==> config.mk <==
export PLATFORM = sky130hd
export DESIGN_NAME = epoch_seconds_to_calendar
export DESIGN_NICKNAME = d
export VERILOG_FILES = /design/src/hdl/esc_pkg.sv /design/src/hdl/epoch_seconds_to_calendar.sv /design/src/hdl/esc_day_split.sv /design/src/hdl/esc_date.sv /design/src/hdl/esc_clock.sv
export VERILOG_INCLUDE_DIRS = /design/src /design/src/hdl
export SDC_FILE = /design/constraint.sdc
export NUM_CORES = 1
export LEC_CHECK = 0
export ABC_CLOCK_PERIOD_IN_PS = 15700
export BUFFER_PORTS_ARGS = -buffer_cell sky130_fd_sc_hd__buf_2
export CAP_MARGIN = 20
export CORE_MARGIN = 2
export CORE_UTILIZATION = 23
export CTS_CLUSTER_SIZE = 20
export DETAILED_ROUTE_END_ITERATION = 10
export PLACE_DENSITY = 0.45
export SYNTH_ARGS = -nofsm -noshare
export SYNTH_HDL_FRONTEND = slang
export SYNTH_SLANG_ARGS = --single-unit
==> constraint.sdc <==
create_clock -name clk -period 15.7 [get_ports clk]
set_input_delay 0 -clock clk [delete_from_list [all_inputs] [get_ports clk]]
set_output_delay 0 -clock clk [all_outputs]
set_load 0.03 [all_outputs]
==> src/hdl/assert_macros.svh <==
// Assertion macros shared by the calendar conversion RTL.
// Depends on nothing; included by the files that carry checks.
`ifndef ASSERT_MACROS_SVH
`define ASSERT_MACROS_SVH

`ifndef SYNTHESIS

// Check a condition at every clock edge outside reset.
`define ASSERT_ALWAYS(lbl, clk, rst, prop, msg) \
  lbl: assert property (@(posedge clk) disable iff (rst) (prop)) else $error(msg);

// Check that a consequent holds in the cycle of its antecedent.
`define ASSERT_IMPLY(lbl, clk, rst, ante, cons, msg) \
  lbl: assert property (@(posedge clk) disable iff (rst) (ante) |-> (cons)) else $error(msg);

`else

`define ASSERT_ALWAYS(lbl, clk, rst, prop, msg)
`define ASSERT_IMPLY(lbl, clk, rst, ante, cons, msg)

`endif

`endif

==> src/hdl/esc_pkg.sv <==
// Shared types and constants for the epoch seconds to calendar pipeline.
// No dependencies.
`timescale 1ns / 1ps

package esc_pkg;

  localparam int unsigned DAYS_W  = 16;
  localparam int unsigned SOD_W   = 17;
  localparam int unsigned YEAR_W  = 12;
  localparam int unsigned MONTH_W = 4;
  localparam int unsigned DAY_W   = 5;
  localparam int unsigned HOUR_W  = 5;
  localparam int unsigned MIN_W   = 6;
  localparam int unsigned SEC_W   = 6;

  localparam logic [16:0] SECS_PER_DAY  = 17'd86400;
  localparam logic [11:0] SECS_PER_HOUR = 12'd3600;
  localparam logic [5:0]  SECS_PER_MIN  = 6'd60;

  // seconds / 86400 == (seconds >> 7) * DAY_RECIP >> DAY_SHIFT
  localparam logic [25:0] DAY_RECIP  = 26'd50903317;
  localparam int unsigned DAY_SHIFT  = 35;
  // x / 1461 == x * CYCLE_RECIP >> 27 for x below 2**16
  localparam logic [16:0] CYCLE_RECIP = 17'd91868;
  localparam logic [10:0] CYCLE_DAYS  = 11'd1461;
  // x / 3600 == (x >> 4) * HOUR_RECIP >> 21
  localparam logic [13:0] HOUR_RECIP = 14'd9321;
  // x / 60 == (x >> 2) * MIN_RECIP >> 14
  localparam logic [10:0] MIN_RECIP  = 11'd1093;

  // Days from 1968-01-01 to 1970-01-01, and from 1970-01-01 to 2100-03-01.
  localparam logic [DAYS_W-1:0] EPOCH_OFFSET = 16'd731;
  localparam logic [DAYS_W-1:0] SKIP_2100    = 16'd47541;
  localparam logic [11:0]       BASE_YEAR    = 12'd1968;

  // Day of a four-year cycle on which the second, third and fourth year open.
  localparam logic [10:0] YEAR1_START = 11'd366;
  localparam logic [10:0] YEAR2_START = 11'd731;
  localparam logic [10:0] YEAR3_START = 11'd1096;

  localparam logic [4:0] MONTH_LEN [12] = '{
    5'd31, 5'd28, 5'd31, 5'd30, 5'd31, 5'd30,
    5'd31, 5'd31, 5'd30, 5'd31, 5'd30, 5'd31
  };

  typedef struct packed {
    logic              valid;
    logic [DAYS_W-1:0] days;
    logic [SOD_W-1:0]  sod;
  } esc_split_t;

endpackage

==> src/hdl/epoch_seconds_to_calendar.sv <==
// Epoch seconds to UTC calendar date and time: top level of a seven-stage pipeline.
// A request taken at a clock edge passes the day split, then the date and clock
// paths side by side; its result shows on the ports for one cycle, marked by done.
// Throughput: one request per cycle while busy is low; the longest stage is one multiplier.
// Reset (rst, synchronous): clears all valid bits; busy holds high until the first edge after release.
// Depends on esc_pkg, esc_day_split, esc_date, esc_clock, assert_macros.svh.
`timescale 1ns / 1ps
`include "assert_macros.svh"

module epoch_seconds_to_calendar
  import esc_pkg::*;
(
  input  logic               clk,
  input  logic               rst,
  input  logic               start,
  output logic               busy,
  input  logic [31:0]        epoch_seconds,
  output logic               done,
  output logic [YEAR_W-1:0]  year,
  output logic [MONTH_W-1:0] month,
  output logic [DAY_W-1:0]   day,
  output logic [HOUR_W-1:0]  hour,
  output logic [MIN_W-1:0]   minute,
  output logic [SEC_W-1:0]   second
);

  esc_split_t split;
  logic       date_valid;
  logic       clock_valid;
  logic       accept;

  always_ff @(posedge clk) begin
    if (rst) begin
      busy <= 1'b1;
    end else begin
      busy <= 1'b0;
    end
  end

  assign accept = start & ~busy;

  esc_day_split u_split (
    .clk           (clk),
    .rst           (rst),
    .in_valid      (accept),
    .epoch_seconds (epoch_seconds),
    .split         (split)
  );

  esc_date u_date (
    .clk   (clk),
    .rst   (rst),
    .split (split),
    .valid (date_valid),
    .year  (year),
    .month (month),
    .day   (day)
  );

  esc_clock u_clock (
    .clk    (clk),
    .rst    (rst),
    .split  (split),
    .valid  (clock_valid),
    .hour   (hour),
    .minute (minute),
    .second (second)
  );

  assign done = date_valid;

  `ASSERT_ALWAYS(a_paths_aligned, clk, rst, date_valid == clock_valid,
                 "date and time out of step")
  `ASSERT_IMPLY(a_date_range, clk, rst, done,
                (month >= 4'd1) && (month <= 4'd12) && (day >= 5'd1) && (day <= 5'd31),
                "date out of range")
  `ASSERT_IMPLY(a_time_range, clk, rst, done,
                (hour <= 5'd23) && (minute <= 6'd59) && (second <= 6'd59),
                "time out of range")

endmodule

==> src/hdl/esc_day_split.sv <==
// Splits epoch seconds into whole days and seconds of the day, three stages.
// Depends on esc_pkg and assert_macros.svh.
`timescale 1ns / 1ps
`include "assert_macros.svh"

module esc_day_split
  import esc_pkg::*;
(
  input  logic         clk,
  input  logic         rst,
  input  logic         in_valid,
  input  logic [31:0]  epoch_seconds,
  output esc_split_t   split
);

  logic              v1, v2, v3;
  logic [31:0]       secs1, secs2;
  logic [DAYS_W-1:0] days2, days3;
  logic [SOD_W-1:0]  sod3;
  logic [50:0]       day_prod;
  logic [31:0]       day_secs;

  assign day_prod = 51'(secs1[31:7]) * 51'(DAY_RECIP);
  assign day_secs = 32'(days2) * 32'(SECS_PER_DAY);

  always_ff @(posedge clk) begin
    if (rst) begin
      v1 <= 1'b0;
      v2 <= 1'b0;
      v3 <= 1'b0;
    end else begin
      v1 <= in_valid;
      v2 <= v1;
      v3 <= v2;
    end
    secs1 <= epoch_seconds;
    secs2 <= secs1;
    days2 <= day_prod[50:DAY_SHIFT];
    days3 <= days2;
    sod3  <= SOD_W'(secs2 - day_secs);
  end

  assign split.valid = v3;
  assign split.days  = days3;
  assign split.sod   = sod3;

  `ASSERT_IMPLY(a_sod_range, clk, rst, v3, sod3 < SECS_PER_DAY, "seconds of day out of range")
  `ASSERT_IMPLY(a_days_range, clk, rst, v3, days3 <= 16'd49710, "day count out of range")
  `ASSERT_ALWAYS(a_valid_chain, clk, rst, v2 == $past(v1), "valid lost in day split")

endmodule

==> src/hdl/esc_date.sv <==
// Turns a day count since 1970-01-01 into year, month and day, four stages.
// Depends on esc_pkg.
`timescale 1ns / 1ps

module esc_date
  import esc_pkg::*;
(
  input  logic               clk,
  input  logic               rst,
  input  esc_split_t         split,
  output logic               valid,
  output logic [YEAR_W-1:0]  year,
  output logic [MONTH_W-1:0] month,
  output logic [DAY_W-1:0]   day
);

  logic              v1, v2, v3;
  logic [DAYS_W-1:0] dprime_next, dprime1, dprime2;
  logic [32:0]       cyc_prod;
  logic [5:0]        cyc2;
  logic [16:0]       cyc_days;
  logic [10:0]       rem;
  logic [1:0]        yic;
  logic [8:0]        doy_next, doy3;
  logic [YEAR_W-1:0] year3;
  logic              leap3;
  logic [3:0]        mon_idx;
  logic [8:0]        mon_base;
  logic [8:0]        start_acc;

  // Count days from 1968-01-01 and insert a phantom 2100-02-29 so that
  // every fourth year is leap across the whole range.
  always_comb begin
    dprime_next = split.days + EPOCH_OFFSET;
    if (split.days >= SKIP_2100) begin
      dprime_next = dprime_next + 16'd1;
    end
  end

  assign cyc_prod = 33'(dprime1) * 33'(CYCLE_RECIP);
  assign cyc_days = 17'(cyc2) * 17'(CYCLE_DAYS);
  assign rem      = 11'(17'(dprime2) - cyc_days);

  always_comb begin
    priority if (rem < YEAR1_START) begin
      yic      = 2'd0;
      doy_next = 9'(rem);
    end else if (rem < YEAR2_START) begin
      yic      = 2'd1;
      doy_next = 9'(rem - YEAR1_START);
    end else if (rem < YEAR3_START) begin
      yic      = 2'd2;
      doy_next = 9'(rem - YEAR2_START);
    end else begin
      yic      = 2'd3;
      doy_next = 9'(rem - YEAR3_START);
    end
  end

  always_comb begin
    mon_idx   = '0;
    mon_base  = '0;
    start_acc = '0;
    for (int i = 1; i < 12; i++) begin
      start_acc = start_acc + 9'(MONTH_LEN[i-1]);
      if (i == 2 && leap3) begin
        start_acc = start_acc + 9'd1;
      end
      if (doy3 >= start_acc) begin
        mon_idx  = 4'(i);
        mon_base = start_acc;
      end
    end
  end

  always_ff @(posedge clk) begin
    if (rst) begin
      v1    <= 1'b0;
      v2    <= 1'b0;
      v3    <= 1'b0;
      valid <= 1'b0;
    end else begin
      v1    <= split.valid;
      v2    <= v1;
      v3    <= v2;
      valid <= v3;
    end
    dprime1 <= dprime_next;
    dprime2 <= dprime1;
    cyc2    <= cyc_prod[32:27];
    year3   <= BASE_YEAR + YEAR_W'({cyc2, yic});
    leap3   <= (yic == 2'd0);
    doy3    <= doy_next;
    year    <= year3;
    month   <= mon_idx + 4'd1;
    day     <= DAY_W'(doy3 - mon_base + 9'd1);
  end

endmodule

==> src/hdl/esc_clock.sv <==
// Turns seconds of the day into hour, minute and second, four stages.
// Depends on esc_pkg.
`timescale 1ns / 1ps

module esc_clock
  import esc_pkg::*;
(
  input  logic              clk,
  input  logic              rst,
  input  esc_split_t        split,
  output logic              valid,
  output logic [HOUR_W-1:0] hour,
  output logic [MIN_W-1:0]  minute,
  output logic [SEC_W-1:0]  second
);

  logic              v1, v2, v3;
  logic [SOD_W-1:0]  sod1;
  logic [26:0]       hour_prod;
  logic [HOUR_W-1:0] hour1, hour2, hour3;
  logic [16:0]       hour_secs;
  logic [11:0]       soh2, soh3;
  logic [20:0]       min_prod;
  logic [MIN_W-1:0]  min3;
  logic [11:0]       min_secs;

  assign hour_prod = 27'(split.sod[16:4]) * 27'(HOUR_RECIP);
  assign hour_secs = 17'(hour1) * 17'(SECS_PER_HOUR);
  assign min_prod  = 21'(soh2[11:2]) * 21'(MIN_RECIP);
  assign min_secs  = 12'(min3) * 12'(SECS_PER_MIN);

  always_ff @(posedge clk) begin
    if (rst) begin
      v1    <= 1'b0;
      v2    <= 1'b0;
      v3    <= 1'b0;
      valid <= 1'b0;
    end else begin
      v1    <= split.valid;
      v2    <= v1;
      v3    <= v2;
      valid <= v3;
    end
    sod1   <= split.sod;
    hour1  <= hour_prod[25:21];
    hour2  <= hour1;
    soh2   <= 12'(sod1 - hour_secs);
    hour3  <= hour2;
    soh3   <= soh2;
    min3   <= min_prod[19:14];
    hour   <= hour3;
    minute <= min3;
    second <= SEC_W'(soh3 - min_secs);
  end

endmodule
==> metrics.txt <==
WP data arrival between 7 and 8 ns; Synth Flop Type dfxtp_1; first-pass GRT wire length 96.1 mm; Final Cell Area about 0.03 sq mm; clk buf depth 3; crit path kind register to register; initial antenna violation count 0; Critical Path Sink Type register; number of global-route vias before repair 17,800; # hold bufs at CTS 34; Sum Neg Setup Slack 0 ns; Initial Utilization 23.2%; complex-gate fraction of the synthesized area 7.00%; H-tree lvl count 2; post_cts resized 0; Least-Margin Pin Slew roughly 0.82 ns; Tmin final between 7 and 8 ns; slowest cell on the critical path dfxtp_1; crit-path max FO 9; FILL cells between 10,000 and 15,000; Rows 124; placed insts slightly above 4,000; RSZ-0062 raised after global routing no; Placer Congestion just under 0.8; FFs w/ async S/R, synth 0%; commonest non-fill, non-tap cell in the layout inv_1; most frequent cells in the layout inv_1 (692), ha_1 (634), fa_1 (341), dfxtp_1 (248), xnor2_1 (84); post-DR wirelength/cell 13.6 um; Post-Layout Cell Count about 4,200; Rel. slew slack a little under half; Post-synth EDFFs 0; nets ~3,700; DR vias/cell between 3 and 4; Period Utilization, post-route approximately 45%; root buffer cell clkbuf_16; largest family of logic cells by synthesized area adder cells; global-route usage over all layers between 10% and 20%; Mapped Area 0.0266 sq mm; largest net degree at the start of global routing 21; fmax ~0.14 GHz; Syn Area/Cell roughly 10 sq um; Synth Area in Simple Gates about 4.5%; Pre-antenna DRT Iters 4; status complete, no violations; Area contributors post-synth ha_1 (30%), fa_1 (26%), dfxtp_1 (19%), inv_1 (9.8%), xnor2_1 (2.8%); 1st-iter DRT viols about 450; top cell family by delay on the critical path adder cells; post-DP HPWL ~49 mm; area share of the largest cell type after synthesis between 20% and 30%; # IOs 75; post-synth top area cell ha_1; die width 344 um; Worst Path Buf+Inv 6; Post-DRT Antenna Nets 0; post-synthesis sequential area ratio approximately a fifth; Setup crit start kind register; final wirelength slightly below 60 mm; Synthesis Warnings 0; fraction of layout cells with a size suffix above 1 under 10%; Post CTS Setup Buffer Count 0; Syn Nets 3,586; clk slew on worst S/H paths about 0.060 ns; Largest stage delay, worst path 0.68 ns; Crit path required time 16.21 ns; Max Cap Viol 0; CTS Sinks roughly 250; cell area after placement between 0.02 and 0.03 sq mm; Yosys reg bits between 200 and 250; grt total ovfl 0; Die Y 344 um; post-synth cell types 74; post-layout util between 20% and 30%; synthesis-to-layout area growth 13.8%; Worst-Skew Late Latency 0.57 ns; Core Region between 0.1 and 0.15 sq mm; Adder-Cell Fraction of Synth Area between 50% and 60%; Setup Viol. Count Final 0; pins over their slew limit 0; HP Class primary input to register; CP most frequent cell inv_1; Worst Skew ~0.027 ns; Cells after Synth 2,576; XOR/XNOR Fraction of Synth Area between 4 and 5%; I/O Buffers 74; DR DRC count 0; DIE AREA approximately 0.12 sq mm; CTS tree done; DR vias approximately 16,000; Hold Vio Cnt, Final 0; TritonCTS buffer count 34; worst-path cell chain inv_1 -> ha_1 -> inv_1 -> fa_1 -> ha_1 -> inv_1 -> fa_1 -> inv_1 -> fa_1 -> inv_1 -> fa_1 -> fa_1 -> inv_1 -> ha_1 -> a21oi_1 -> o21bai_1 -> a211oi_1 -> o2111ai_1 -> o21ai_0 -> o21ai_1 -> and3_1 -> or4_1 -> nand4_1; proportion of synthesized area in mux cells 0.0753%; ANT cells 0
[worst reg2reg max path: stages (launching register included)]
cell,delay (ns)
dfxtp_1,0.68
inv_1,0.17
ha_1,0.31
inv_1,0.06
fa_1,0.52
ha_1,0.15
inv_1,0.06
fa_1,0.53
inv_1,0.05
fa_1,0.49
inv_1,0.06
fa_1,0.50
fa_1,0.54
inv_1,0.04
ha_1,0.32
a21oi_1,0.25
o21bai_1,0.13
a211oi_1,0.49
o2111ai_1,0.30
o21ai_0,0.33
o21ai_1,0.20
and3_1,0.24
or4_1,0.49
nand4_1,0.09
[final timing paths]
kind / from / end / slack (ns) / cells after the start
max: u_split.secs1[21] / u_split.days2[12] / 8.63 / 23
min: epoch_seconds[24] / u_split.secs1[24] / 0.05 / 2
max reg2reg: u_split.secs1[21] / u_split.days2[12] / 8.63 / 23
min reg2reg: u_clock.hour2[3] / u_clock.hour3[3] / 0.32 / 0
[cell type report]
class                           instances  area, sq um  area share [%]
Clock inverter                         18          216           0.715
Tap cell                             1512         1890            6.25
Clock buffer                           42          921            3.04
Multi-Input combinational cell       1617        18900            62.6
Timing Repair Buffer                  111          733            2.42
Inverter                              693         2600            8.60
Sequential cell                       248         4960            16.4
[kinds of logic (layout without fill, tap and decap cells)]
kind of cell / count (synthesis) / in the layout
compound gates: 281 / 281
xor+xnor: 125 / 125
fa+ha+maj: 975 / 975
buf+inv: 711 / 864
flops: 248 / 248
mux: 2 / 2
simple gates: 234 / 234
[registers in the layout, summed over array words and instances (netlist names), 4 cells and up]
register and flops:
u_date.year3 11, u_date.year 11, u_clock.minute 6, u_split.secs2 17
u_split.days3 16, u_date.dprime2 11, u_clock.min3 6, u_clock.soh3 6
u_clock.soh2 12, u_date.cyc2 6, u_clock.hour 5, u_date.month 4
u_split.secs1 32, u_clock.sod1 12, u_split.sod3 17, u_clock.hour2 5
u_split.days2 16, u_date.doy3 9, u_date.day 5, u_clock.hour3 5
u_clock.hour1 5, u_clock.second 6, u_date.dprime1 16
[synth_stat cells (all sizes together) (15+ instances only)]
cell,instances
nand4,16
fa,341
o21ai,49
nor3,16
a21oi,81
nor2,52
inv,693
ha,634
nand2b,17
nand2,54
a31oi,15
nand3,23
xor2,41
xnor2,84
dfxtp,248
a21o,39
o21bai,16
nor2b,17
[routing by layer]
metal	global-route usage (%)	share of wire, %	up-vias
li1	-	-	8462
met2	17.0	45	152
met4	2.48	2.0	0
met5	0	0	-
met3	1.39	2.5	54
met1	14.2	50	7741
[stage by stage]
step | hold slack, ns | setup WS (ns)
CTS | 0.00790 | 8.59
finish | 0.0518 | 8.63
global placement | 0.102 | 8.65
detailed placement | 0.104 | 8.62
global route | 0.0345 | 8.20
floorplan | 0.0277 | 9.63
Power is left out: the tool's default activity adds up to more than one toggle a clock period on the data nets, which glitch-free logic cannot reach.
